### config.mk
export PLATFORM = sky130hd
export DESIGN_NAME = pcw_ctrl
export DESIGN_NICKNAME = d
export VERILOG_FILES = /design/src/design/pcw_pkg.sv /design/src/design/pcw_ctrl.sv
export VERILOG_INCLUDE_DIRS = /design/src /design/src/design
export SDC_FILE = /design/constraint.sdc
export NUM_CORES = 1
export LEC_CHECK = 0
export CORE_AREA = 3 3 40 42
export DETAILED_ROUTE_END_ITERATION = 6
export DIE_AREA = 0 0 43 45
export DONT_BUFFER_PORTS = 1
export GPL_TIMING_DRIVEN = 0
export PLACE_DENSITY = 0.54
export SYNTH_ARGS = -nofsm -noshare
export SYNTH_HDL_FRONTEND = slang
export SYNTH_SLANG_ARGS = --single-unit
### constraint.sdc
create_clock -name clk -period 1.3 [get_ports clk]
set_input_delay 0 -clock clk [delete_from_list [all_inputs] [get_ports clk]]
set_output_delay 0 -clock clk [all_outputs]
set_load 0.05 [all_outputs]
### src/design/assert_macros.svh
// Assertion macros used by the chunk walker controller.
// Each macro expects the signals clk and rst_n to exist in the including module.
`ifndef ASSERT_MACROS_SVH
`define ASSERT_MACROS_SVH

// A condition that must hold at every clock edge outside reset.
`define PCW_ASSERT(lbl, cond, msg) \
    lbl: assert property (@(posedge clk) disable iff (!rst_n) (cond)) else $error(msg);

// A condition that must hold in the cycle after a trigger.
`define PCW_ASSERT_NEXT(lbl, pre, post, msg) \
    lbl: assert property (@(posedge clk) disable iff (!rst_n) (pre) |=> (post)) else $error(msg);

`endif

### src/design/pcw_pkg.sv
// Shared types, constants and arithmetic helpers of the pyramid chunk walker.
// Has no dependencies; every other design module refers to it by scoped names.
package pcw_pkg;

    localparam int MAX_LEVELS = 16;
    localparam int COORD_BITS = 32;
    localparam int IDX_W      = $clog2(MAX_LEVELS);
    localparam int LEVEL_W    = IDX_W + 1;
    localparam int WORK_W     = COORD_BITS + 1;
    localparam int SHAPE_W    = 31;
    localparam int CSZ_W      = 12;
    localparam int DIVS_W     = CSZ_W + 1;
    localparam int DIVCNT_W   = $clog2(COORD_BITS);
    localparam int AXES       = 3;

    // Request command codes.
    localparam logic [1:0] CMD_LOAD  = 2'd0;
    localparam logic [1:0] CMD_START = 2'd1;
    localparam logic [1:0] CMD_NEXT  = 2'd2;

    // Configuration register indexes.
    localparam logic [2:0] REG_Z_BEGIN = 3'd0;
    localparam logic [2:0] REG_Y_BEGIN = 3'd1;
    localparam logic [2:0] REG_X_BEGIN = 3'd2;
    localparam logic [2:0] REG_Z_END   = 3'd3;
    localparam logic [2:0] REG_Y_END   = 3'd4;
    localparam logic [2:0] REG_X_END   = 3'd5;
    localparam logic [2:0] REG_LEVELS  = 3'd6;

    typedef enum logic [2:0] {
        S_IDLE,
        S_SEEK,
        S_HALVE,
        S_CLAMP,
        S_DIVIDE,
        S_CHECK,
        S_FINISH
    } pcw_state_t;

    // Commands from the controller to the datapath.
    typedef struct packed {
        logic load_meta;
        logic start_level;
        logic seek_load;
        logic halve_step;
        logic clamp_load;
        logic div_step;
        logic level_dec;
        logic commit;
        logic set_done;
        logic advance;
        logic emit;
        logic emit_done;
    } pcw_ctl_t;

    // Status from the datapath to the controller.
    typedef struct packed {
        logic level_neg;
        logic halve_done;
        logic div_done;
        logic level_ok;
        logic wrap_last;
        logic walk_done;
        logic out_pending;
    } pcw_sts_t;

    // Halve rounding up for non-negative values; for negative ones, halve v + 1 toward zero.
    function automatic logic signed [WORK_W-1:0] halve_up(input logic signed [WORK_W-1:0] v);
        logic signed [WORK_W-1:0] x;
        x = v + WORK_W'(1);
        return (x >>> 1) + signed'(WORK_W'(x[WORK_W-1] & x[0]));
    endfunction

    // Halve truncating toward zero.
    function automatic logic signed [WORK_W-1:0] half_trunc(input logic signed [WORK_W-1:0] v);
        return (v >>> 1) + signed'(WORK_W'(v[WORK_W-1] & v[0]));
    endfunction

endpackage

### src/design/pcw_ctrl.sv
// Controller of the pyramid chunk walker: request decode and the level search sequence.
// Depends on pcw_pkg and assert_macros.svh.
`include "assert_macros.svh"

module pcw_ctrl (
    input  logic             clk,
    input  logic             rst_n,
    input  logic             req_valid,
    output logic             req_stall,
    input  logic [1:0]       cmd,
    input  pcw_pkg::pcw_sts_t sts,
    output pcw_pkg::pcw_ctl_t ctl
);

    pcw_pkg::pcw_state_t state_reg, state_next;
    logic from_next_reg, from_next_next;
    logic accept;

    // A request is taken only when idle and no result is waiting.
    assign req_stall = (state_reg != pcw_pkg::S_IDLE) || sts.out_pending;
    assign accept    = req_valid && !req_stall;

    // State and origin registers.
    always_ff @(posedge clk or negedge rst_n)
    begin
        if (!rst_n)
        begin
            state_reg     <= pcw_pkg::S_IDLE;
            from_next_reg <= 1'b0;
        end
        else
        begin
            state_reg     <= state_next;
            from_next_reg <= from_next_next;
        end
    end

    // Next state.
    always_comb
    begin
        state_next     = state_reg;
        from_next_next = from_next_reg;
        case (state_reg)
            pcw_pkg::S_IDLE:
            begin
                if (accept && cmd == pcw_pkg::CMD_START)
                begin
                    state_next     = pcw_pkg::S_SEEK;
                    from_next_next = 1'b0;
                end
                else if (accept && cmd == pcw_pkg::CMD_NEXT && !sts.walk_done && sts.wrap_last)
                begin
                    state_next     = pcw_pkg::S_SEEK;
                    from_next_next = 1'b1;
                end
            end
            pcw_pkg::S_SEEK:
            begin
                state_next = sts.level_neg ? pcw_pkg::S_FINISH : pcw_pkg::S_HALVE;
            end
            pcw_pkg::S_HALVE:
            begin
                if (sts.halve_done)
                    state_next = pcw_pkg::S_CLAMP;
            end
            pcw_pkg::S_CLAMP:  state_next = pcw_pkg::S_DIVIDE;
            pcw_pkg::S_DIVIDE:
            begin
                if (sts.div_done)
                    state_next = pcw_pkg::S_CHECK;
            end
            pcw_pkg::S_CHECK:
            begin
                state_next = sts.level_ok ? pcw_pkg::S_FINISH : pcw_pkg::S_SEEK;
            end
            pcw_pkg::S_FINISH: state_next = pcw_pkg::S_IDLE;
            default:           state_next = pcw_pkg::S_IDLE;
        endcase
    end

    // Datapath commands.
    always_comb
    begin
        ctl = '0;
        case (state_reg)
            pcw_pkg::S_IDLE:
            begin
                if (accept)
                begin
                    case (cmd)
                        pcw_pkg::CMD_LOAD:  ctl.load_meta   = 1'b1;
                        pcw_pkg::CMD_START: ctl.start_level = 1'b1;
                        pcw_pkg::CMD_NEXT:
                        begin
                            if (sts.walk_done)
                                ctl.emit_done = 1'b1;
                            else
                            begin
                                ctl.advance = 1'b1;
                                if (sts.wrap_last)
                                    ctl.level_dec = 1'b1;
                                else
                                    ctl.emit = 1'b1;
                            end
                        end
                        default: ctl = '0;
                    endcase
                end
            end
            pcw_pkg::S_SEEK:
            begin
                if (sts.level_neg)
                    ctl.set_done = 1'b1;
                else
                    ctl.seek_load = 1'b1;
            end
            pcw_pkg::S_HALVE:
            begin
                if (!sts.halve_done)
                    ctl.halve_step = 1'b1;
            end
            pcw_pkg::S_CLAMP:  ctl.clamp_load = 1'b1;
            pcw_pkg::S_DIVIDE: ctl.div_step   = 1'b1;
            pcw_pkg::S_CHECK:
            begin
                if (sts.level_ok)
                    ctl.commit = 1'b1;
                else
                    ctl.level_dec = 1'b1;
            end
            pcw_pkg::S_FINISH: ctl.emit = from_next_reg;
            default:           ctl = '0;
        endcase
    end

    `PCW_ASSERT(a_emit_free, !((ctl.emit || ctl.emit_done) && sts.out_pending), "result overwritten")
    `PCW_ASSERT_NEXT(a_clamp_div, state_reg == pcw_pkg::S_CLAMP, state_reg == pcw_pkg::S_DIVIDE, "clamp not followed by divide")
    `PCW_ASSERT_NEXT(a_finish_idle, state_reg == pcw_pkg::S_FINISH, state_reg == pcw_pkg::S_IDLE && !req_stall == !sts.out_pending, "finish not followed by idle")

endmodule

== After elaboration in Yosys (flattened, before gate mapping) ==
Index checks and enable logic that the tools add are counted.
Word-level totals
  logic and storage cells: 61
  output and inout port bits: 13
  flip-flop bits (word level): 4
  input bits: 12
Operators by class
  reductions and logical operators: 14
  mux-type cells: 34
  equal/unequal tests: 11
Operator list (count)
  3-bit two-way mux: 7
  3-bit case mux with 6 select lines: 1
  1-bit two-way mux: 16
  12-bit two-way mux: 1
  1-bit case mux with 2 select lines: 6
  3-bit == test, second input constant: 3
  3-bit by 2-bit == test with 1-bit output, second input constant: 2
  1-bit logical AND: 5
  2-bit two-way mux: 2
  2-bit != test, second input constant: 2
  2-bit case mux with 2 select lines: 1
  3-bit by 1-bit == test with 1-bit output, second input constant: 1
  3-bit logical NOT: 1
  3-bit != test, second input constant: 1
  3-bit AND reduction: 1
  3-bit nonzero test: 1
  2-bit by 1-bit == test with 1-bit output, second input constant: 1
  2-bit == test, second input constant: 1
  1-bit logical NOT: 2
  2-bit logical NOT: 1
  2-bit AND reduction: 1
  2-bit nonzero test: 1
  1-bit logical OR: 1

== Depth between registers and ports, before layout ==
Gate-level depths: netlist of the first run.
  depth in word-level cells: 10
  gate-level depth with buffers: 4
  gate-level depth less buffers: 3

== Worst setup path before layout of the first run ==
No wires, ideal clock.
  path kind: register to register
  start point: register state_reg[2]
  end point: register from_next_reg
  setup time: 0.200 ns
  clock period less this slack: 2.417 ns
  cell stages (with the launch flop): 4
  required time: 1.100 ns
  slack: -1.117 ns
  arrival: 2.218 ns
  buffers on the path: 1
  cell sequence: dfrtp_1 -> clkbuf_1 -> nor4_1 -> o21ai_1
On the way
  cells in the longest elaborated chain, start to end: 9
  elaborated cells between the ends (all ways): 12
  those cells by class: mux (1); reduce/logical (11)
Ends and longest elaborated chain
  from (decl): RTL line pcw_ctrl.sv:15  | pcw_pkg::pcw_state_t state_reg, state_next;
  from (signal assigned): RTL line pcw_ctrl.sv:28  | state_reg <= pcw_pkg::S_IDLE;
  from (signal assigned): RTL line pcw_ctrl.sv:33  | state_reg <= state_next;
  3-bit nonzero test: RTL line pcw_ctrl.sv:20  | assign req_stall = (state_reg != pcw_pkg::S_IDLE) || sts.out_pending;
  1-bit logical OR: RTL line pcw_ctrl.sv:20
  1-bit logical NOT: RTL line pcw_ctrl.sv:21  | assign accept = req_valid && !req_stall;
  1-bit logical AND: RTL line pcw_ctrl.sv:21
  1-bit logical AND (3 in a row): RTL line pcw_ctrl.sv:51  | else if (accept && cmd == pcw_pkg::CMD_NEXT && !sts.walk_done && sts.wrap_last)
  2-bit nonzero test (no line)
  2-bit AND reduction (no line)
  to (signal assigned): RTL line pcw_ctrl.sv:34  | from_next_reg <= from_next_next;
  to (decl): RTL line pcw_ctrl.sv:16  | logic from_next_reg, from_next_next;
Parallel ways exist; a longest one is shown, timed or not.
A chain may end at the register's enable or synchronous reset.

== Worst setup path after layout of the first run ==
  start point: register state_reg[0]
  end point: register state_reg[2]
On the way
  cells in the longest elaborated chain, start to end: 9
  elaborated cells between the ends (all ways): 20
  those cells by class: eq/ne (8); mux (2); reduce/logical (10)
Ends and longest elaborated chain (RTL line)
  3-bit nonzero test: pcw_ctrl.sv:20
  1-bit logical OR: pcw_ctrl.sv:20
  1-bit logical NOT: pcw_ctrl.sv:21
  1-bit logical AND: pcw_ctrl.sv:21
  1-bit logical AND (3 in a row): pcw_ctrl.sv:51
  3-bit != test (no line)
  3-bit AND reduction (no line)
Parallel ways exist; a longest one is shown, timed or not.

==> results of run 1 <==
[layer usage]
metal	track usage [%]	part of all wire (%)	vias to the layer above
li1	-	-	201
met1	16.4	40	211
met2	21.3	54	11
met3	4.38	4.4	2
met4	7.23	1.7	0
met5	0	0	-
[final cells by class]
type | instances | share of cell area, %
plain buffers | 3 | 5.48
clock buffers | 3 | 3.29
inverters | 3 | 1.65
multi-input cells | 35 | 52.1
flip-flops and latches | 4 | 14.6
well taps | 15 | 2.74
repair buffers | 14 | 20.1
[metrics by stage]
stage | worst slack (ns) | setup TNS [ns] | std cells
6_report | -0.241 | -1.77 | 77
5_1_grt | -0.281 | -2.51 | 77
4_1_cts | -0.228 | -1.82 | 72
3_5_place_dp | -0.396 | -2.26 | 60
3_3_place_gp | -0.384 | -2.11 | 60
2_1_floorplan | -0.285 | -0.803 | 45
[worst register-to-register path, stage by stage, from the launching register on]
cell     delay (ns)
dfrtp_1        0.39
buf_6          0.15
nor2b_4        0.14
and3_4         0.23
or4_4          0.51
[layout by cell type (no fill, tap or decap), types with 3 or more instances in the layout]
master and n:
buf_4 4, and3_4 3, inv_1 3, clkbuf_4 3, nand2_1 3, nand3_1 3
buf_6 8, dlygate4sd3_1 4, dfrtp_1 4
[cells in the mapped netlist]
cell	count
nor4b_1	1
buf_4	1
nand3_1	3
o21ai_1	1
clkbuf_1	1
inv_1	3
o21ai_0	2
nor4_1	1
nor3_1	1
buf_6	1
and3_4	1
and4_1	1
nand2b_1	1
nand4_1	1
nand4bb_1	1
nor2_1	4
nor3_2	1
dfrtp_1	4
nand4b_1	1
nor2b_4	1
and3_1	3
a32oi_1	2
nor2b_1	1
nor3b_1	2
a21oi_1	1
or4_4	1
nand2_1	4
[path summary, 6_finish.rpt]
path	slack (ns)	to	depth (start not counted)	from
setup / recovery	-0.24	state_reg[2]$_DFFE_PN0P_	4	state_reg[0]$_DFFE_PN0P_
hold / removal	0.003	from_next_reg$_DFFE_PN0P_	2	sts[2]
setup reg to reg	-0.24	state_reg[2]$_DFFE_PN0P_	4	state_reg[0]$_DFFE_PN0P_
hold reg to reg	0.52	from_next_reg$_DFFE_PN0P_	2	from_next_reg$_DFFE_PN0P_
max in group asynchronous	1.10	state_reg[1]$_DFFE_PN0P_	1	rst_n
min in group asynchronous	0.03	state_reg[0]$_DFFE_PN0P_	1	rst_n
[where the power goes]
group / total, mW / internal (mW) / switching (mW) / leakage (nW)
sequential: 0.231 / 0.187 / 0.0441 / 0.0494
clock: 0.157 / 0.103 / 0.0536 / 0.0138
combinational: 1.36 / 0.604 / 0.751 / 0.209
total: 1.74 / 0.895 / 0.849 / 0.272
[logic make-up (layout without fill, tap and decap cells)]
group	Yosys count	after routing	synth area share [%]
AOI/OAI and AO/OA	6	6	10.3
DFF	4	4	27.5
buffers and inverters	6	23	9.28
and+or+nand+nor	29	29	52.9
[what timing repair did]
action	4_1_cts	5_1_grt
hold endpoints to repair	6	1
pin swaps	13	11
resized for setup	15	12
setup endpoints to repair	13	12
buffers inserted	4	6
hold buffers	3	1
cloned	2	0
==> key figures, run 1 <==
Setup path
  – Critical path's largest stage delay: 0.51 ns
  – Critical Path, Cell by Cell: buf_6 > nor2b_4 > and3_4 > or4_4
  – Worst setup SP type: flip-flop
  – CP endpoint kind: flip-flop
  – CP Buf/Inv Count: 1
  – Worst path top cell family by delay: simple AND/OR/NAND/NOR gates
  – Critical path class: flip-flop to flip-flop
  – Required @ worst endpoint: 1.40 ns
  – Critical path arrival: 1.65 ns
  – CP max FO: 5
  – CP max-delay cell: or4_4

Clock tree
  – CTS tree: yes
  – CTS max path bufs: 2
  – Clk sink count: 4
  – Root buffer cell: clkbuf_4
  – CTS Buf Count: 3
  – Clk_lat worst skew: 0.24 ns
  – Clock transition at the registers of the reported paths: 0.04 ns
  – CTS H-tree depth: 1

Placement
  – IO Port Bufs: 0
  – DP HPWL: 742 microns
  – Routability cong.: 0.650
  – Post-DP Area: 447 sq um

Floorplanning
  – Ports: 25
  – Initial core utilization: 28.3%
  – Die area: 1940 sq um
  – Core Rows: 13
  – Core box area: 1280 sq um
  – Die Width: 43 microns
  – Die Y: 45 microns

Routing
  – DRT iter0 DRCs: 6
  – WL per Instance: 15.8 microns
  – DR vias/cell: 5.52
  – Residual DRC: 0
  – DR pass1 iterations: 2
  – Number of nets with antenna violations after routing: 0
  – Vias: 425
  – Detailed Route WL: 1.22 mm

STA
  – Setup WS post-layout: -0.241 ns
  – Max Clock Skew: 0.00280 ns
  – Slew Limit Fails: 0
  – RSZ-0062 raised after global routing: true
  – Hold Slack: 0.00327 ns
  – Highest clock rate: 0.649 GHz
  – Endpoints failing hold: 0
  – Slew HR: 47.3%
  – Final Cycle Share: 119%
  – Tmin final: 1.54 ns
  – Worst Max-Slew Pin Slew: 0.785 ns
  – Endpoints failing setup: 12

Outcome
  – Status: finished, violations left
  – Failing checks: negative setup slack

Logic synthesis
  – Netlist cell types: 27
  – Register bit count reported by yosys: 4
  – Top-area cell type share of the netlist area: 27.5%
  – Syn Inst Count: 45
  – Synthesized area per cell: 8.09 sq um
  – Synthesized Nets: 57
  – Synth Warn #: 0
  – Post-synth top area cell: dfrtp_1
  – Top cells by area, synth: dfrtp_1 27%, and3_1 5.2%, a32oi_1 4.8%, nand3_1 4.1%, nand2_1 4.1%
  – Sequential share of the synthesized area: 27.5%
  – Mapped Area: 364 sq um

Global routing
  – Largest net degree at the start of global routing: 7
  – GR Overflow Total: 0
  – Vias in the first global route: 423
  – Total track usage: 13.5%
  – First-pass GRT wire length: 1.91 mm
  – Initial antenna violation count: 0

Final layout
  – Area of the multi-input gates: 357 sq um
  – Number of flip-flops in the largest register: 3
  – Antenna Cells: 0
  – Share of layout cells above drive strength 1: 58.1%
  – # nets final: 76
  – Core Util, Final: 53.3%
  – Fillers: 118
  – Post-route cell area: 684 sq um
  – Synth-to-Final Area Change: 88.0%
  – Seq. cell area: 100 sq um

Run
  – Maxcap violations: 0

Power
  – Pleak: 0.272 nW
  – Power Density: 2550 nW/um^2
  – Pwr Total: 1.74 mW
  – Peak supply drop: 0.00156 V

Min path
  – Worst hold path type: input port to flip-flop
(Power assumes the default switching activity.)
==> run 2, diff against run 1 <==
--- a/config.mk
+++ b/config.mk
@@ -6,12 +6,11 @@
 export SDC_FILE = /design/constraint.sdc
 export NUM_CORES = 1
 export LEC_CHECK = 0
-export CORE_AREA = 3 3 40 42
+export CORE_AREA = 2 2 39 41
 export DETAILED_ROUTE_END_ITERATION = 6
-export DIE_AREA = 0 0 43 45
+export DIE_AREA = 0 0 41 43
 export DONT_BUFFER_PORTS = 1
 export GPL_TIMING_DRIVEN = 0
-export PLACE_DENSITY = 0.54
 export SYNTH_ARGS = -nofsm -noshare
 export SYNTH_HDL_FRONTEND = slang
 export SYNTH_SLANG_ARGS = --single-unit
==> key figures, run 2 (synthesis gave the netlist of run 1 again) <==
Setup path
  – Required @ worst endpoint: 1.40 ns
  – Critical path arrival: 1.63 ns
  – Worst setup SP type: flip-flop
  – CP endpoint kind: flip-flop
  – Critical path class: flip-flop to flip-flop
  – CP max FO: 8

Power
  – Power Density: 2510 nW/um^2
  – Pleak: 0.260 nW
  – Peak supply drop: 0.00111 V

Global routing
  – Initial antenna violation count: 0
  – GR Overflow Total: 0
  – Total track usage: 14.3%
  – First-pass GRT wire length: 1.69 mm
  – Largest net degree at the start of global routing: 11
  – Vias in the first global route: 383

Clock tree
  – CTS max path bufs: 2
  – Clk sink count: 4
  – CTS H-tree depth: 1
  – Root buffer cell: clkbuf_4
  – Clock transition at the registers of the reported paths: 0.04 ns
  – CTS Buf Count: 3
  – CTS tree: yes
  – Clk_lat worst skew: 0.24 ns

STA
  – Worst Max-Slew Pin Slew: 0.788 ns
  – Setup WS post-layout: -0.232 ns
  – Final Cycle Share: 118%
  – Max Clock Skew: 0.00164 ns
  – Endpoints failing setup: 12
  – RSZ-0062 raised after global routing: true
  – Slew HR: 47.1%
  – Endpoints failing hold: 0
  – Hold Slack: 0.00118 ns
  – Highest clock rate: 0.653 GHz
  – Slew Limit Fails: 0
  – Tmin final: 1.53 ns

Floorplanning
  – Ports: 25
  – Die area: 1760 sq um
  – Initial core utilization: 26.3%
  – Core Rows: 14
  – Die Y: 43 microns
  – Core box area: 1380 sq um
  – Die Width: 41 microns

Outcome
  – Status: finished, violations left
  – Failing checks: negative setup slack

Min path
  – Worst hold path type: input port to flip-flop

Routing
  – WL per Instance: 14.3 microns
  – Number of nets with antenna violations after routing: 0
  – Detailed Route WL: 1.10 mm
  – Residual DRC: 0
  – Vias: 421
  – DR pass1 iterations: 4
  – DRT iter0 DRCs: 8
  – DR vias/cell: 5.47

Final layout
  – Fillers: 135
  – Area of the multi-input gates: 342 sq um
  – Share of layout cells above drive strength 1: 55.7%
  – Post-route cell area: 642 sq um
  – Most frequent cells in the layout: 9 x buf_4, 4 x dfrtp_1
  – Synth-to-Final Area Change: 76.3%
  – Antenna Cells: 0
  – Core Util, Final: 46.4%
  – Seq. cell area: 100 sq um
  – # nets final: 75
  – Commonest non-fill, non-tap cell in the layout: buf_4
  – Number of flip-flops in the largest register: 3

Run
  – Maxcap violations: 0

Placement
  – DP HPWL: 697 microns
  – IO Port Bufs: 0
  – Routability cong.: 0.732
  – Post-DP Area: 448 sq um
==> run 2: cell count changes in the layout (fill, tap and decap cells not counted) <==
cell / before / now
buf_4: 4 / 9
buf_6: 8 / 3
a32oi_1: 0 / 2
a32oi_2: 2 / 0
dlygate4sd3_1: 4 / 3
nand2_1: 3 / 2
nand2_2: 0 / 1
nor2_1: 1 / 2
nor2_2: 2 / 1
==> run 2: layout make-up <==
type	instances	share of cell area (%)
timing repair buffer	13	17.0
sequential	4	15.6
clock buffer	3	3.51
buffer	3	5.85
inverter	3	1.75
multi-input combinational	35	53.2
tap	16	3.12
==> run 2: per-layer routing <==
layer | share of wire [%] | GRT usage (%) | vias to the layer above
met5 | 0 | 0 | -
met3 | 4.0 | 3.66 | 5
li1 | - | - | 199
met4 | 3.2 | 10.0 | 0
met1 | 41 | 16.9 | 204
met2 | 52 | 21.3 | 13
==> run 2: worst paths after layout <==
path                                           startpoint                        end  slack [ns]  cells past startpoint
worst min-delay path                               sts[5]   state_reg[0]$_DFFE_PN0P_       0.001                      2
max in group asynchronous                           rst_n   state_reg[2]$_DFFE_PN0P_        1.10                      1
worst max-delay path             state_reg[0]$_DFFE_PN0P_   state_reg[2]$_DFFE_PN0P_       -0.23                      4
min in group asynchronous                           rst_n  from_next_reg$_DFFE_PN0P_        0.03                      1
worst min register to register  from_next_reg$_DFFE_PN0P_  from_next_reg$_DFFE_PN0P_        0.53                      2
worst max register to register   state_reg[0]$_DFFE_PN0P_   state_reg[2]$_DFFE_PN0P_       -0.23                      4
==> run 2: metrics by stage <==
stage | instances | total power [mW] | TNS [ns] | setup WS (ns)
floorplan | 45 | 0.977 | -0.803 | -0.285
global placement | 61 | 1.06 | -2.07 | -0.401
detailed placement | 61 | 1.07 | -2.14 | -0.402
CTS | 74 | 1.52 | -2.02 | -0.234
global route | 77 | 1.70 | -2.37 | -0.256
finish | 77 | 1.61 | -1.68 | -0.232
==> run 2: power by group <==
part           internal, mW  switching, mW  total, mW
sequential            0.187         0.0299      0.217
combinational         0.523          0.716       1.24
clock                 0.103         0.0507      0.154
==> run 2: repair_timing <==
item                                    CTS  global route
hold endpoints to repair                  6             0
gates resized for setup                  16             2
cloned                                    0             0
setup buffers                             7             3
endpoints found under the setup margin   13            15
hold buffers                              3             0
pin swaps                                11             8
==> run 2: worst max-delay path, cell delays in order, from the launching register on <==
cell     delay, ns
dfrtp_1       0.36
buf_6         0.15
nor2b_4       0.14
and3_4        0.23
or4_4         0.51
