===== config.mk =====
export PLATFORM = sky130hd
export DESIGN_NAME = pcw_dp
export DESIGN_NICKNAME = d
export VERILOG_FILES = /design/src/design/assert_macros.svh /design/src/design/pcw_pkg.sv /design/src/design/pcw_dp.sv
export SDC_FILE = /design/constraint.sdc
export NUM_CORES = 2
export LEC_CHECK = 0
export BUFFER_PORTS_ARGS = -buffer_cell sky130_fd_sc_hd__buf_2
export CAP_MARGIN = 20
export CORE_ASPECT_RATIO = 2
export CORE_MARGIN = 2
export CORE_UTILIZATION = 33
export CTS_CLUSTER_DIAMETER = 80
export CTS_CLUSTER_SIZE = 14
export DETAILED_ROUTE_END_ITERATION = 12
export PLACE_DENSITY = 0.58
export SLEW_MARGIN = 10
export SYNTH_ARGS = -nofsm -noshare
export SYNTH_HDL_FRONTEND = slang
export SYNTH_SLANG_ARGS = --single-unit

===== constraint.sdc =====
create_clock -name clk -period 19.3 [get_ports clk]
set_input_delay 3.86 -clock clk [delete_from_list [all_inputs] [get_ports clk]]
set_output_delay 3.86 -clock clk [all_outputs]
set_load 0.02 [all_outputs]

===== src/design/assert_macros.svh =====
// Assertion macros used by the chunk walker controller.
// Each macro expects the signals clk and rst_n to exist in the including module.
`ifndef ASSERT_MACROS_SVH
`define ASSERT_MACROS_SVH

// A condition that must hold at every clock edge outside reset.
`define PCW_ASSERT(lbl, cond, msg) \
    lbl: assert property (@(posedge clk) disable iff (!rst_n) (cond)) else $error(msg);

// A condition that must hold in the cycle after a trigger.
`define PCW_ASSERT_NEXT(lbl, pre, post, msg) \
    lbl: assert property (@(posedge clk) disable iff (!rst_n) (pre) |=> (post)) else $error(msg);

`endif


===== src/design/pcw_pkg.sv =====
// Shared types, constants and arithmetic helpers of the pyramid chunk walker.
// Has no dependencies; every other design module refers to it by scoped names.
package pcw_pkg;

    localparam int MAX_LEVELS = 16;
    localparam int COORD_BITS = 32;
    localparam int IDX_W      = $clog2(MAX_LEVELS);
    localparam int LEVEL_W    = IDX_W + 1;
    localparam int WORK_W     = COORD_BITS + 1;
    localparam int SHAPE_W    = 31;
    localparam int CSZ_W      = 12;
    localparam int DIVS_W     = CSZ_W + 1;
    localparam int DIVCNT_W   = $clog2(COORD_BITS);
    localparam int AXES       = 3;

    // Request command codes.
    localparam logic [1:0] CMD_LOAD  = 2'd0;
    localparam logic [1:0] CMD_START = 2'd1;
    localparam logic [1:0] CMD_NEXT  = 2'd2;

    // Configuration register indexes.
    localparam logic [2:0] REG_Z_BEGIN = 3'd0;
    localparam logic [2:0] REG_Y_BEGIN = 3'd1;
    localparam logic [2:0] REG_X_BEGIN = 3'd2;
    localparam logic [2:0] REG_Z_END   = 3'd3;
    localparam logic [2:0] REG_Y_END   = 3'd4;
    localparam logic [2:0] REG_X_END   = 3'd5;
    localparam logic [2:0] REG_LEVELS  = 3'd6;

    typedef enum logic [2:0] {
        S_IDLE,
        S_SEEK,
        S_HALVE,
        S_CLAMP,
        S_DIVIDE,
        S_CHECK,
        S_FINISH
    } pcw_state_t;

    // Commands from the controller to the datapath.
    typedef struct packed {
        logic load_meta;
        logic start_level;
        logic seek_load;
        logic halve_step;
        logic clamp_load;
        logic div_step;
        logic level_dec;
        logic commit;
        logic set_done;
        logic advance;
        logic emit;
        logic emit_done;
    } pcw_ctl_t;

    // Status from the datapath to the controller.
    typedef struct packed {
        logic level_neg;
        logic halve_done;
        logic div_done;
        logic level_ok;
        logic wrap_last;
        logic walk_done;
        logic out_pending;
    } pcw_sts_t;

    // Halve rounding up for non-negative values; for negative ones, halve v + 1 toward zero.
    function automatic logic signed [WORK_W-1:0] halve_up(input logic signed [WORK_W-1:0] v);
        logic signed [WORK_W-1:0] x;
        x = v + WORK_W'(1);
        return (x >>> 1) + signed'(WORK_W'(x[WORK_W-1] & x[0]));
    endfunction

    // Halve truncating toward zero.
    function automatic logic signed [WORK_W-1:0] half_trunc(input logic signed [WORK_W-1:0] v);
        return (v >>> 1) + signed'(WORK_W'(v[WORK_W-1] & v[0]));
    endfunction

endpackage


===== src/design/pcw_dp.sv =====
// Datapath of the pyramid chunk walker: level table, bound scaling, dividers, cursors, result.
// Depends on pcw_pkg.
module pcw_dp (
    input  logic                                           clk,
    input  logic                                           rst_n,
    input  pcw_pkg::pcw_ctl_t                              ctl,
    output pcw_pkg::pcw_sts_t                              sts,
    input  logic [pcw_pkg::COORD_BITS-1:0]                 region_begin [pcw_pkg::AXES],
    input  logic [pcw_pkg::COORD_BITS-1:0]                 region_end [pcw_pkg::AXES],
    input  logic [pcw_pkg::LEVEL_W-1:0]                    level_count,
    input  logic [pcw_pkg::IDX_W-1:0]                      level_index,
    input  logic [pcw_pkg::SHAPE_W-1:0]                    vol_shape [pcw_pkg::AXES],
    input  logic [12:0]                                    blk_shape [pcw_pkg::AXES],
    input  logic                                           rsp_stall,
    output logic                                           rsp_valid,
    output logic                                           chunk_valid,
    output logic [3:0]                                     chunk_level,
    output logic [pcw_pkg::SHAPE_W-1:0]                    chunk_index [pcw_pkg::AXES],
    output logic                                           level_last,
    output logic                                           walk_finished
);

    localparam int W  = pcw_pkg::WORK_W;
    localparam int CB = pcw_pkg::COORD_BITS;
    localparam int SW = pcw_pkg::SHAPE_W;

    // Level table, chunk sizes held as size minus one.
    logic [SW-1:0]             meta_shape_reg [pcw_pkg::AXES][pcw_pkg::MAX_LEVELS];
    logic [pcw_pkg::CSZ_W-1:0] meta_chunk_reg [pcw_pkg::AXES][pcw_pkg::MAX_LEVELS];

    logic [pcw_pkg::LEVEL_W-1:0]  level_reg;
    logic [pcw_pkg::IDX_W-1:0]    step_cnt_reg;
    logic                         first_step_reg;
    logic signed [W-1:0]          work_lo_reg [pcw_pkg::AXES];
    logic signed [W-1:0]          work_hi_reg [pcw_pkg::AXES];
    logic [CB-1:0]                div_lo_reg [pcw_pkg::AXES];
    logic [CB-1:0]                div_hi_reg [pcw_pkg::AXES];
    logic [pcw_pkg::CSZ_W-1:0]    rem_lo_reg [pcw_pkg::AXES];
    logic [pcw_pkg::CSZ_W-1:0]    rem_hi_reg [pcw_pkg::AXES];
    logic                         hi_neg_reg [pcw_pkg::AXES];
    logic [pcw_pkg::DIVCNT_W-1:0] div_cnt_reg;
    logic [SW-1:0]                bound_lo_reg [pcw_pkg::AXES];
    logic [SW-1:0]                bound_hi_reg [pcw_pkg::AXES];
    logic [SW-1:0]                cursor_reg [pcw_pkg::AXES];
    logic                         done_reg;
    logic                         rsp_valid_reg;

    logic [pcw_pkg::LEVEL_W-1:0]  levels_used;
    logic [pcw_pkg::IDX_W-1:0]    lvl_idx;
    logic [pcw_pkg::DIVS_W-1:0]   divisor [pcw_pkg::AXES];
    logic [SW-1:0]                cur_shape [pcw_pkg::AXES];
    logic [pcw_pkg::DIVS_W:0]     trial_lo [pcw_pkg::AXES];
    logic [pcw_pkg::DIVS_W:0]     trial_hi [pcw_pkg::AXES];
    logic                         axis_ok [pcw_pkg::AXES];
    logic                         at_hi [pcw_pkg::AXES];

    assign lvl_idx = level_reg[pcw_pkg::IDX_W-1:0];
    assign levels_used = (level_count > pcw_pkg::LEVEL_W'(pcw_pkg::MAX_LEVELS))
                       ? pcw_pkg::LEVEL_W'(pcw_pkg::MAX_LEVELS) : level_count;

    // Per-axis table read, divider trial subtracts, level check and cursor end compare.
    always_comb
    begin
        for (int a = 0; a < pcw_pkg::AXES; a++)
        begin
            cur_shape[a] = meta_shape_reg[a][lvl_idx];
            divisor[a]   = {1'b0, meta_chunk_reg[a][lvl_idx]} + pcw_pkg::DIVS_W'(1);
            trial_lo[a]  = {1'b0, rem_lo_reg[a], div_lo_reg[a][CB-1]} - {1'b0, divisor[a]};
            trial_hi[a]  = {1'b0, rem_hi_reg[a], div_hi_reg[a][CB-1]} - {1'b0, divisor[a]};
            if (hi_neg_reg[a] && div_hi_reg[a] != '0)
                axis_ok[a] = 1'b0;
            else
                axis_ok[a] = div_lo_reg[a] <= div_hi_reg[a];
            at_hi[a] = cursor_reg[a] == bound_hi_reg[a];
        end
    end

    assign sts.level_neg   = level_reg[pcw_pkg::LEVEL_W-1];
    assign sts.halve_done  = step_cnt_reg == '0;
    assign sts.div_done    = div_cnt_reg == '1;
    assign sts.level_ok    = axis_ok[0] && axis_ok[1] && axis_ok[2];
    assign sts.wrap_last   = at_hi[0] && at_hi[1] && at_hi[2];
    assign sts.walk_done   = done_reg;
    assign sts.out_pending = rsp_valid_reg;

    // Level table writes.
    always_ff @(posedge clk)
    begin
        if (ctl.load_meta)
        begin
            for (int a = 0; a < pcw_pkg::AXES; a++)
            begin
                meta_shape_reg[a][level_index] <= vol_shape[a];
                meta_chunk_reg[a][level_index] <= pcw_pkg::CSZ_W'(blk_shape[a] - 13'd1);
            end
        end
    end

    // Bound scaling and per-axis division lanes.
    always_ff @(posedge clk)
    begin
        for (int a = 0; a < pcw_pkg::AXES; a++)
        begin
            if (ctl.seek_load)
            begin
                work_lo_reg[a] <= W'(signed'(region_begin[a]));
                if (level_reg == '0)
                    work_hi_reg[a] <= W'(signed'(region_end[a])) - W'(1);
                else
                    work_hi_reg[a] <= W'(signed'(region_end[a]));
            end
            else if (ctl.halve_step)
            begin
                work_lo_reg[a] <= pcw_pkg::halve_up(work_lo_reg[a]);
                work_hi_reg[a] <= first_step_reg ? pcw_pkg::half_trunc(work_hi_reg[a])
                                                 : pcw_pkg::halve_up(work_hi_reg[a]);
            end
            if (ctl.clamp_load)
            begin
                logic signed [W-1:0] b;
                b = (work_hi_reg[a] >= signed'(W'(cur_shape[a])))
                  ? signed'(W'(cur_shape[a]) - W'(1)) : work_hi_reg[a];
                div_lo_reg[a] <= work_lo_reg[a][W-1] ? '0 : work_lo_reg[a][CB-1:0];
                div_hi_reg[a] <= b[W-1] ? CB'(-b) : b[CB-1:0];
                hi_neg_reg[a] <= b[W-1];
                rem_lo_reg[a] <= '0;
                rem_hi_reg[a] <= '0;
            end
            else if (ctl.div_step)
            begin
                if (!trial_lo[a][pcw_pkg::DIVS_W])
                begin
                    rem_lo_reg[a] <= trial_lo[a][pcw_pkg::CSZ_W-1:0];
                    div_lo_reg[a] <= {div_lo_reg[a][CB-2:0], 1'b1};
                end
                else
                begin
                    rem_lo_reg[a] <= {rem_lo_reg[a][pcw_pkg::CSZ_W-2:0], div_lo_reg[a][CB-1]};
                    div_lo_reg[a] <= {div_lo_reg[a][CB-2:0], 1'b0};
                end
                if (!trial_hi[a][pcw_pkg::DIVS_W])
                begin
                    rem_hi_reg[a] <= trial_hi[a][pcw_pkg::CSZ_W-1:0];
                    div_hi_reg[a] <= {div_hi_reg[a][CB-2:0], 1'b1};
                end
                else
                begin
                    rem_hi_reg[a] <= {rem_hi_reg[a][pcw_pkg::CSZ_W-2:0], div_hi_reg[a][CB-1]};
                    div_hi_reg[a] <= {div_hi_reg[a][CB-2:0], 1'b0};
                end
            end
        end
    end

    // Result payload.
    always_ff @(posedge clk)
    begin
        if (ctl.emit_done)
        begin
            chunk_valid   <= 1'b0;
            chunk_level   <= '0;
            level_last    <= 1'b0;
            walk_finished <= 1'b1;
            for (int a = 0; a < pcw_pkg::AXES; a++)
                chunk_index[a] <= '0;
        end
        else
        begin
            if (ctl.advance)
            begin
                chunk_valid <= 1'b1;
                chunk_level <= lvl_idx;
                level_last  <= sts.wrap_last;
                for (int a = 0; a < pcw_pkg::AXES; a++)
                    chunk_index[a] <= cursor_reg[a];
            end
            if (ctl.emit)
                walk_finished <= done_reg;
        end
    end

    // Control state: level, counters, walk bounds, cursors, done flag, result valid.
    always_ff @(posedge clk or negedge rst_n)
    begin
        if (!rst_n)
        begin
            level_reg      <= '1;
            step_cnt_reg   <= '0;
            first_step_reg <= 1'b0;
            div_cnt_reg    <= '0;
            done_reg       <= 1'b1;
            rsp_valid_reg  <= 1'b0;
            for (int a = 0; a < pcw_pkg::AXES; a++)
            begin
                bound_lo_reg[a] <= '0;
                bound_hi_reg[a] <= '0;
                cursor_reg[a]   <= '0;
            end
        end
        else
        begin
            if (ctl.start_level)
                level_reg <= levels_used - pcw_pkg::LEVEL_W'(1);
            else if (ctl.level_dec)
                level_reg <= level_reg - pcw_pkg::LEVEL_W'(1);

            if (ctl.seek_load)
            begin
                step_cnt_reg   <= lvl_idx;
                first_step_reg <= 1'b1;
            end
            else if (ctl.halve_step)
            begin
                step_cnt_reg   <= step_cnt_reg - pcw_pkg::IDX_W'(1);
                first_step_reg <= 1'b0;
            end

            if (ctl.clamp_load)
                div_cnt_reg <= '0;
            else if (ctl.div_step)
                div_cnt_reg <= div_cnt_reg + pcw_pkg::DIVCNT_W'(1);

            if (ctl.set_done)
                done_reg <= 1'b1;
            else if (ctl.commit)
                done_reg <= 1'b0;

            // New level: load bounds and put the cursor at its first chunk.
            if (ctl.commit)
            begin
                for (int a = 0; a < pcw_pkg::AXES; a++)
                begin
                    bound_lo_reg[a] <= div_lo_reg[a][SW-1:0];
                    bound_hi_reg[a] <= div_hi_reg[a][SW-1:0];
                    cursor_reg[a]   <= div_lo_reg[a][SW-1:0];
                end
            end
            else if (ctl.advance)
            begin
                // Axis 2 is x and runs fastest, then y, then z.
                if (!at_hi[2])
                    cursor_reg[2] <= cursor_reg[2] + SW'(1);
                else
                begin
                    cursor_reg[2] <= bound_lo_reg[2];
                    if (!at_hi[1])
                        cursor_reg[1] <= cursor_reg[1] + SW'(1);
                    else
                    begin
                        cursor_reg[1] <= bound_lo_reg[1];
                        cursor_reg[0] <= cursor_reg[0] + SW'(1);
                    end
                end
            end

            if (ctl.emit || ctl.emit_done)
                rsp_valid_reg <= 1'b1;
            else if (!rsp_stall)
                rsp_valid_reg <= 1'b0;
        end
    end

    assign rsp_valid = rsp_valid_reg;

endmodule


# [Word level (Yosys, flattened, before mapping)]
# Memory sizes are Yosys's and may differ from the RTL's.
# Index checks and enable logic that the tools add are counted.
[totals] input_bits=348 output_inout_bits=108 regBits=365 wordCells=308 ram_bits=2529 memories=9
[classes] n_reduce_logical=23 addsub=43 bitwise=44 n_mux=153 order_cmp=10 n_eq_ne=5
[mem_list] memory="meta_shape_reg" words=3 width=496 rd=3 rd_clocked_by_memory_dff=0 write_ports=3 line="pcw_dp.sv:28" rtl="logic [SW-1:0] meta_shape_reg [pcw_pkg::AXES][pcw_pkg::MAX_LEVELS];"
[mem_list] memory="meta_chunk_reg" words=3 width=192 rd=3 rd_clocked_by_memory_dff=0 write_ports=3 line="pcw_dp.sv:29" rtl="logic [pcw_pkg::CSZ_W-1:0] meta_chunk_reg [pcw_pkg::AXES][pcw_pkg::MAX_LEVELS];"
[mem_list] memory="work_hi_reg" words=3 width=33 rd=3 rd_clocked_by_memory_dff=0 write_ports=3 line="pcw_dp.sv:35" rtl="logic signed [W-1:0] work_hi_reg [pcw_pkg::AXES];"
[mem_list] memory="work_lo_reg" words=3 width=33 rd=3 rd_clocked_by_memory_dff=0 write_ports=3 line="pcw_dp.sv:34" rtl="logic signed [W-1:0] work_lo_reg [pcw_pkg::AXES];"
[mem_list] memory="div_hi_reg" words=3 width=32 rd=3 rd_clocked_by_memory_dff=0 write_ports=3 line="pcw_dp.sv:37" rtl="logic [CB-1:0] div_hi_reg [pcw_pkg::AXES];"
[mem_list] memory="div_lo_reg" words=3 width=32 rd=3 rd_clocked_by_memory_dff=0 write_ports=3 line="pcw_dp.sv:36" rtl="logic [CB-1:0] div_lo_reg [pcw_pkg::AXES];"
[mem_list] memory="3 more memories"
[ops] operator="2-to-1 mux 32 bit" n=18
[ops] operator="2-to-1 mux 496 bit" n=1
[ops] operator="2-to-1 mux 33 bit" n=15
[ops] operator="binary-select mux 31 bit (select 4 bit)" n=3
[ops] operator="2-to-1 mux 31 bit" n=10
[ops] operator="adder 32 x 2 -> 33 bit" n=9
[ops] operator="2-to-1 mux 12 bit" n=19
[ops] operator="adder 33 x 2 -> 33 bit, second input constant" n=6
[ops] operator="2-to-1 mux 192 bit" n=1
[ops] operator="2-to-1 mux 93 bit" n=2
[ops] operator="binary-select mux 12 bit (select 4 bit)" n=3
[ops] operator="demux 31 bit (select 4 bit)" n=1
[ops] operator=">= comparator 33 x 32 -> 1 bit" n=3
[ops] operator="subtractor 32 x 2 -> 33 bit, second input constant" n=3
[ops] operator="<= comparator 32 bit" n=3
[ops] operator="negation 32 bit" n=3
[ops] operator="nonzero test 32 bit" n=3
[ops] operator="subtractor 31 x 1 -> 32 bit, second input constant" n=3
[ops] operator="adder 31 x 1 -> 31 bit, second input constant" n=3
[ops] operator="equality test 31 bit" n=3
[ops] operator="subtractor 13 x 13 -> 14 bit" n=6
[ops] operator="2-to-1 mux 1 bit" n=71
[ops] operator="2-to-1 mux 62 bit" n=1
[ops] operator="demux 12 bit (select 4 bit)" n=1
[ops] operator="22 further kinds" n=87

# [Depth between registers and ports, before layout]
[depth] word_depth=12 depth_mapped=37 mapped_depth_nobuf=21

# [Least setup slack after synthesis]
# OpenSTA, ideal clock, no wires.
[synth_path] path_type="input-to-reg" start="input level_index[2] (netlist name)" end="memory meta_chunk_reg[0][180] (netlist name) (enable)" path_buffers=0 path_stages=2 t_required_ns=18.523 setup_slack_ns=5.442 arrival_ns=13.081 setup_time_ns=0.777 path_cell_list="or3b_2 > nor3_1"
[synth_lines] element="from (decl)" line="pcw_dp.sv:11" rtl="input logic [pcw_pkg::IDX_W-1:0] level_index,"
[synth_lines] element="to (decl)" line="pcw_dp.sv:29"

==> out/metrics.csv <==
stage;metric;value;unit
layout;Area Overhead vs Synth;10.93;%
sta;final worst path period share;53.33;%
route;TritonRoute pass-1 iters;6;
worst_setup_path;CP max stage cell;dfstp_4;
synth;Post-synth EDFFs;2529;
power;P_leak;55.27;nW
clock_tree;number of hold buffers added after CTS;0;
clock_tree;worst-skew pair later-pin latency;0.97;ns
die;num rows;340;
die;die height;931.8;um
clock_tree;TritonCTS clock tree;done;
sta;Hold Fails Final Rpt;0;
route;routed len/inst;27.45;um
clock_tree;CTS HTree Levels;4;
route;via count;94350;
worst_setup_path;worst-path cell chain;buf_4, buf_4, buf_16, buf_4, mux2i_1, a221oi_1, nor2_1, o21ai_1, inv_1, ha_1, nand4_1, nor2_1, a211oi_1, a31oi_1, nor2_1, nand2_2, buf_4, o21ai_0, ha_1, nand3_1, or4_1, o31ai_1, xor2_1, o21ai_0;
placement;DPL Wire Length;334.5;mm
sta;fin crit period;10.29;ns
worst_setup_path;crit path DAT;10.94;ns
worst_setup_path;Crit path required time;19.94;ns
clock_tree;clk root buf;clkbuf_16;
synth;sequential area share after synthesis;59.55;%
synth;Synth cell types;109;
synth;FF+latch count, synth;2894;
die;Core ar.;428400;um^2
sta;final setup fails;0;
die;top-level port count;456;
sta;final worst slack;9.006;ns
sta;unrepaired setup endpoints after global routing;false;
worst_setup_path;crit start category;flop;
synth;mean post-synth cell area;12.98;um^2
clock_tree;CTS max path bufs;4;
die;Die W;467.9;um
route;Final ANT Viol Nets;0;
power;Power Total;0.01796;W
layout;max FFs per register;1488;
global_routing;pin count of the biggest net entering global routing;171;
min_path;Hold Path Class;flop to flop;
synth;ys async rst share;9.157;%
global_routing;grt ovf;0;
synth;ys flop type;edfxtp_1;
route;drc violations;0;
outcome;status;completed;
synth;Post-Syn Nets;11610;
sta;clock skew;0.09219;ns
global_routing;first-pass GRT wire length;668.8;mm
power;Power Density;114.0;nW/um^2
flow_run;max_cap viols;0;
route;via-per-instance ratio;5.510;
placement;I/O Buffers;452;
global_routing;vias in the first global route;94010;
power;Peak VDD IR;0.00009126;V
worst_setup_path;CP endpoint kind;flop;
synth;Synth Instances;10940;
sta;Slew Limit Fails;0;
route;DRT iter0 DRCs;7884;
clock_tree;Resized Gates After CTS;0;
sta;Final TNS setup;0;ns
global_routing;Tot GR Track Use;21.00;%
worst_setup_path;slowest stage delay, CP;1.18;ns
global_routing;initial antenna violation count;149;
placement;GPL Wtd Cong;0.9199;
clock_tree;clk sinks;2894;
clock_tree;CTS clk-pin slew, worst paths;0.07;ns
clock_tree;Post-CTS Setup Bufs;0;
sta;fmax;97.15;MHz
worst_setup_path;CP Class;flop to flop;
sta;Slew headroom;23.67;%
die;full die area;436000;um^2
clock_tree;Num CTS Buffers;235;
route;final WL;470.1;mm
sta;Least-Margin Pin Slew;1.133;ns
layout;Final #Nets;11930;
placement;pre-CTS setup slack;8.901;ns
synth;synthesized area;142000;um^2
worst_setup_path;crit-path max FO;45;
synth;Synth Warn #;0;
die;Starting Density;33.16;%
layout;layout cell share with drive strength beyond 1;14.16;%
worst_setup_path;most frequent CP cell;buf_4;
==> per-stage QoR <==
step / util [%] / hold WS (ns) / cells / cell area, um^2
3_5_place_dp: 35.18 / 0.4535 / 16660 / 150700
3_3_place_gp: 35.17 / 0.4432 / 16660 / 150700
5_1_grt: 36.75 / 0.4899 / 17070 / 157400
4_1_cts: 36.68 / 0.4702 / 16990 / 157100
6_report: 36.78 / 0.4679 / 17120 / 157600
2_1_floorplan: - / 0.4439 / 10940 / 142000
==> logic make-up after synthesis <==
logic type | Yosys count | synth area share (%)
mux | 1002 | 10.85
compound gates | 1954 | 8.728
buf+inv | 953 | 2.911
fa+ha+maj | 320 | 2.849
simple gates | 3078 | 10.56
xor+xnor | 738 | 4.551
flops | 2894 | 59.55
==> synth_stat cells, types with 62 or more instances <==
cell type,count,area share [%]
xor2_1,339,2.1
a21oi_1,413,1.5
nor3_1,190,0.67
ha_1,313,2.8
clkbuf_1,423,1.1
nand4_1,185,0.81
nor2b_1,62,0.27
nor4_1,114,0.50
o21ai_0,663,2.3
dfxtp_1,100,1.4
edfxtp_1,2529,53
nand2_1,979,2.6
mux2i_1,452,3.2
nand3b_1,110,0.58
a221oi_1,121,0.75
a22oi_1,86,0.45
dfrtp_1,259,4.6
inv_1,334,0.88
a21o_1,72,0.38
and3_1,91,0.40
xnor2_1,399,2.5
mux4_2,408,6.5
mux2_2,135,1.1
nor2_1,686,1.8
nand3_1,291,1.0
a31oi_1,65,0.29
==> path summary, 6_finish.rpt <==
| check | from | to | slack (ns) | cells after the start |
|---|---|---|---|---|
| setup / recovery | level_reg[0] | div_hi_reg[0][22] | 9.01 | 24 |
| hold / removal | chunk_valid | chunk_valid | 0.47 | 2 |
| setup reg to reg | level_reg[0] | div_hi_reg[0][22] | 9.01 | 24 |
| hold reg to reg | chunk_valid | chunk_valid | 0.47 | 2 |
| max in group asynchronous | rst_n | bound_lo_reg[41] | 13.17 | 4 |
| min in group asynchronous | rst_n | cursor_reg[16] | 2.94 | 1 |
==> per-layer routing <==
metal | GRT usage, % | vias to the layer above | share of wire, %
li1 | - | 42320 | -
met3 | 3.583 | 887 | 5.8
met5 | 0 | - | 0.087
met1 | 23.20 | 48200 | 36
met4 | 11.28 | 64 | 6.0
met2 | 38.02 | 2878 | 52
==> cell usage in the layout (no fill, tap or decap), drive strengths merged, types with 61 or more instances in the layout <==
cell type	instances
a21o	72
a21oi	413
a221oi	123
a22oi	87
a31oi	65
and2	63
and3	91
buf	694
clkbuf	321
dfrtp	259
dfxtp	100
diode	125
edfxtp	2529
ha	313
inv	343
mux2	135
mux2i	452
mux4	415
nand2	979
nand3	292
nand3b	110
nand4	185
nor2	688
nor2b	62
nor3	190
nor4	117
o21ai	668
o31ai	61
xnor2	399
xor2	339
==> area by class of cell <==
| class | instances | area (um^2) |
|---|---|---|
| clock buffer | 319 | 6292 |
| timing repair buffer | 696 | 4234 |
| antenna | 125 | 312.8 |
| inverter | 344 | 1297 |
| tap | 5643 | 7061 |
| fill | 41120 | 270800 |
| clock inverter | 11 | 156.4 |
| sequential | 2894 | 84600 |
| multi-input combinational | 7092 | 53610 |
==> power breakdown <==
part           switching [W]  internal (W)  total (W)
Clock                0.00223       0.00225    0.00448
Combinational        0.00343       0.00215    0.00558
Sequential          0.000583       0.00732    0.00790
==> critical path, delay by kind of cell, from the launching register on <==
family | cells | cell delay [ns]
adder cells (fa/ha/maj) | 2 | 0.69
AO/OA/AOI/OAI | 7 | 2.95
XOR/XNOR | 1 | 0.51
buffers and inverters | 6 | 2.63
multiplexers | 1 | 0.16
flip-flops | 1 | 1.18
AND/OR/NAND/NOR | 7 | 1.72
Power figures use the tool's default switching activity.
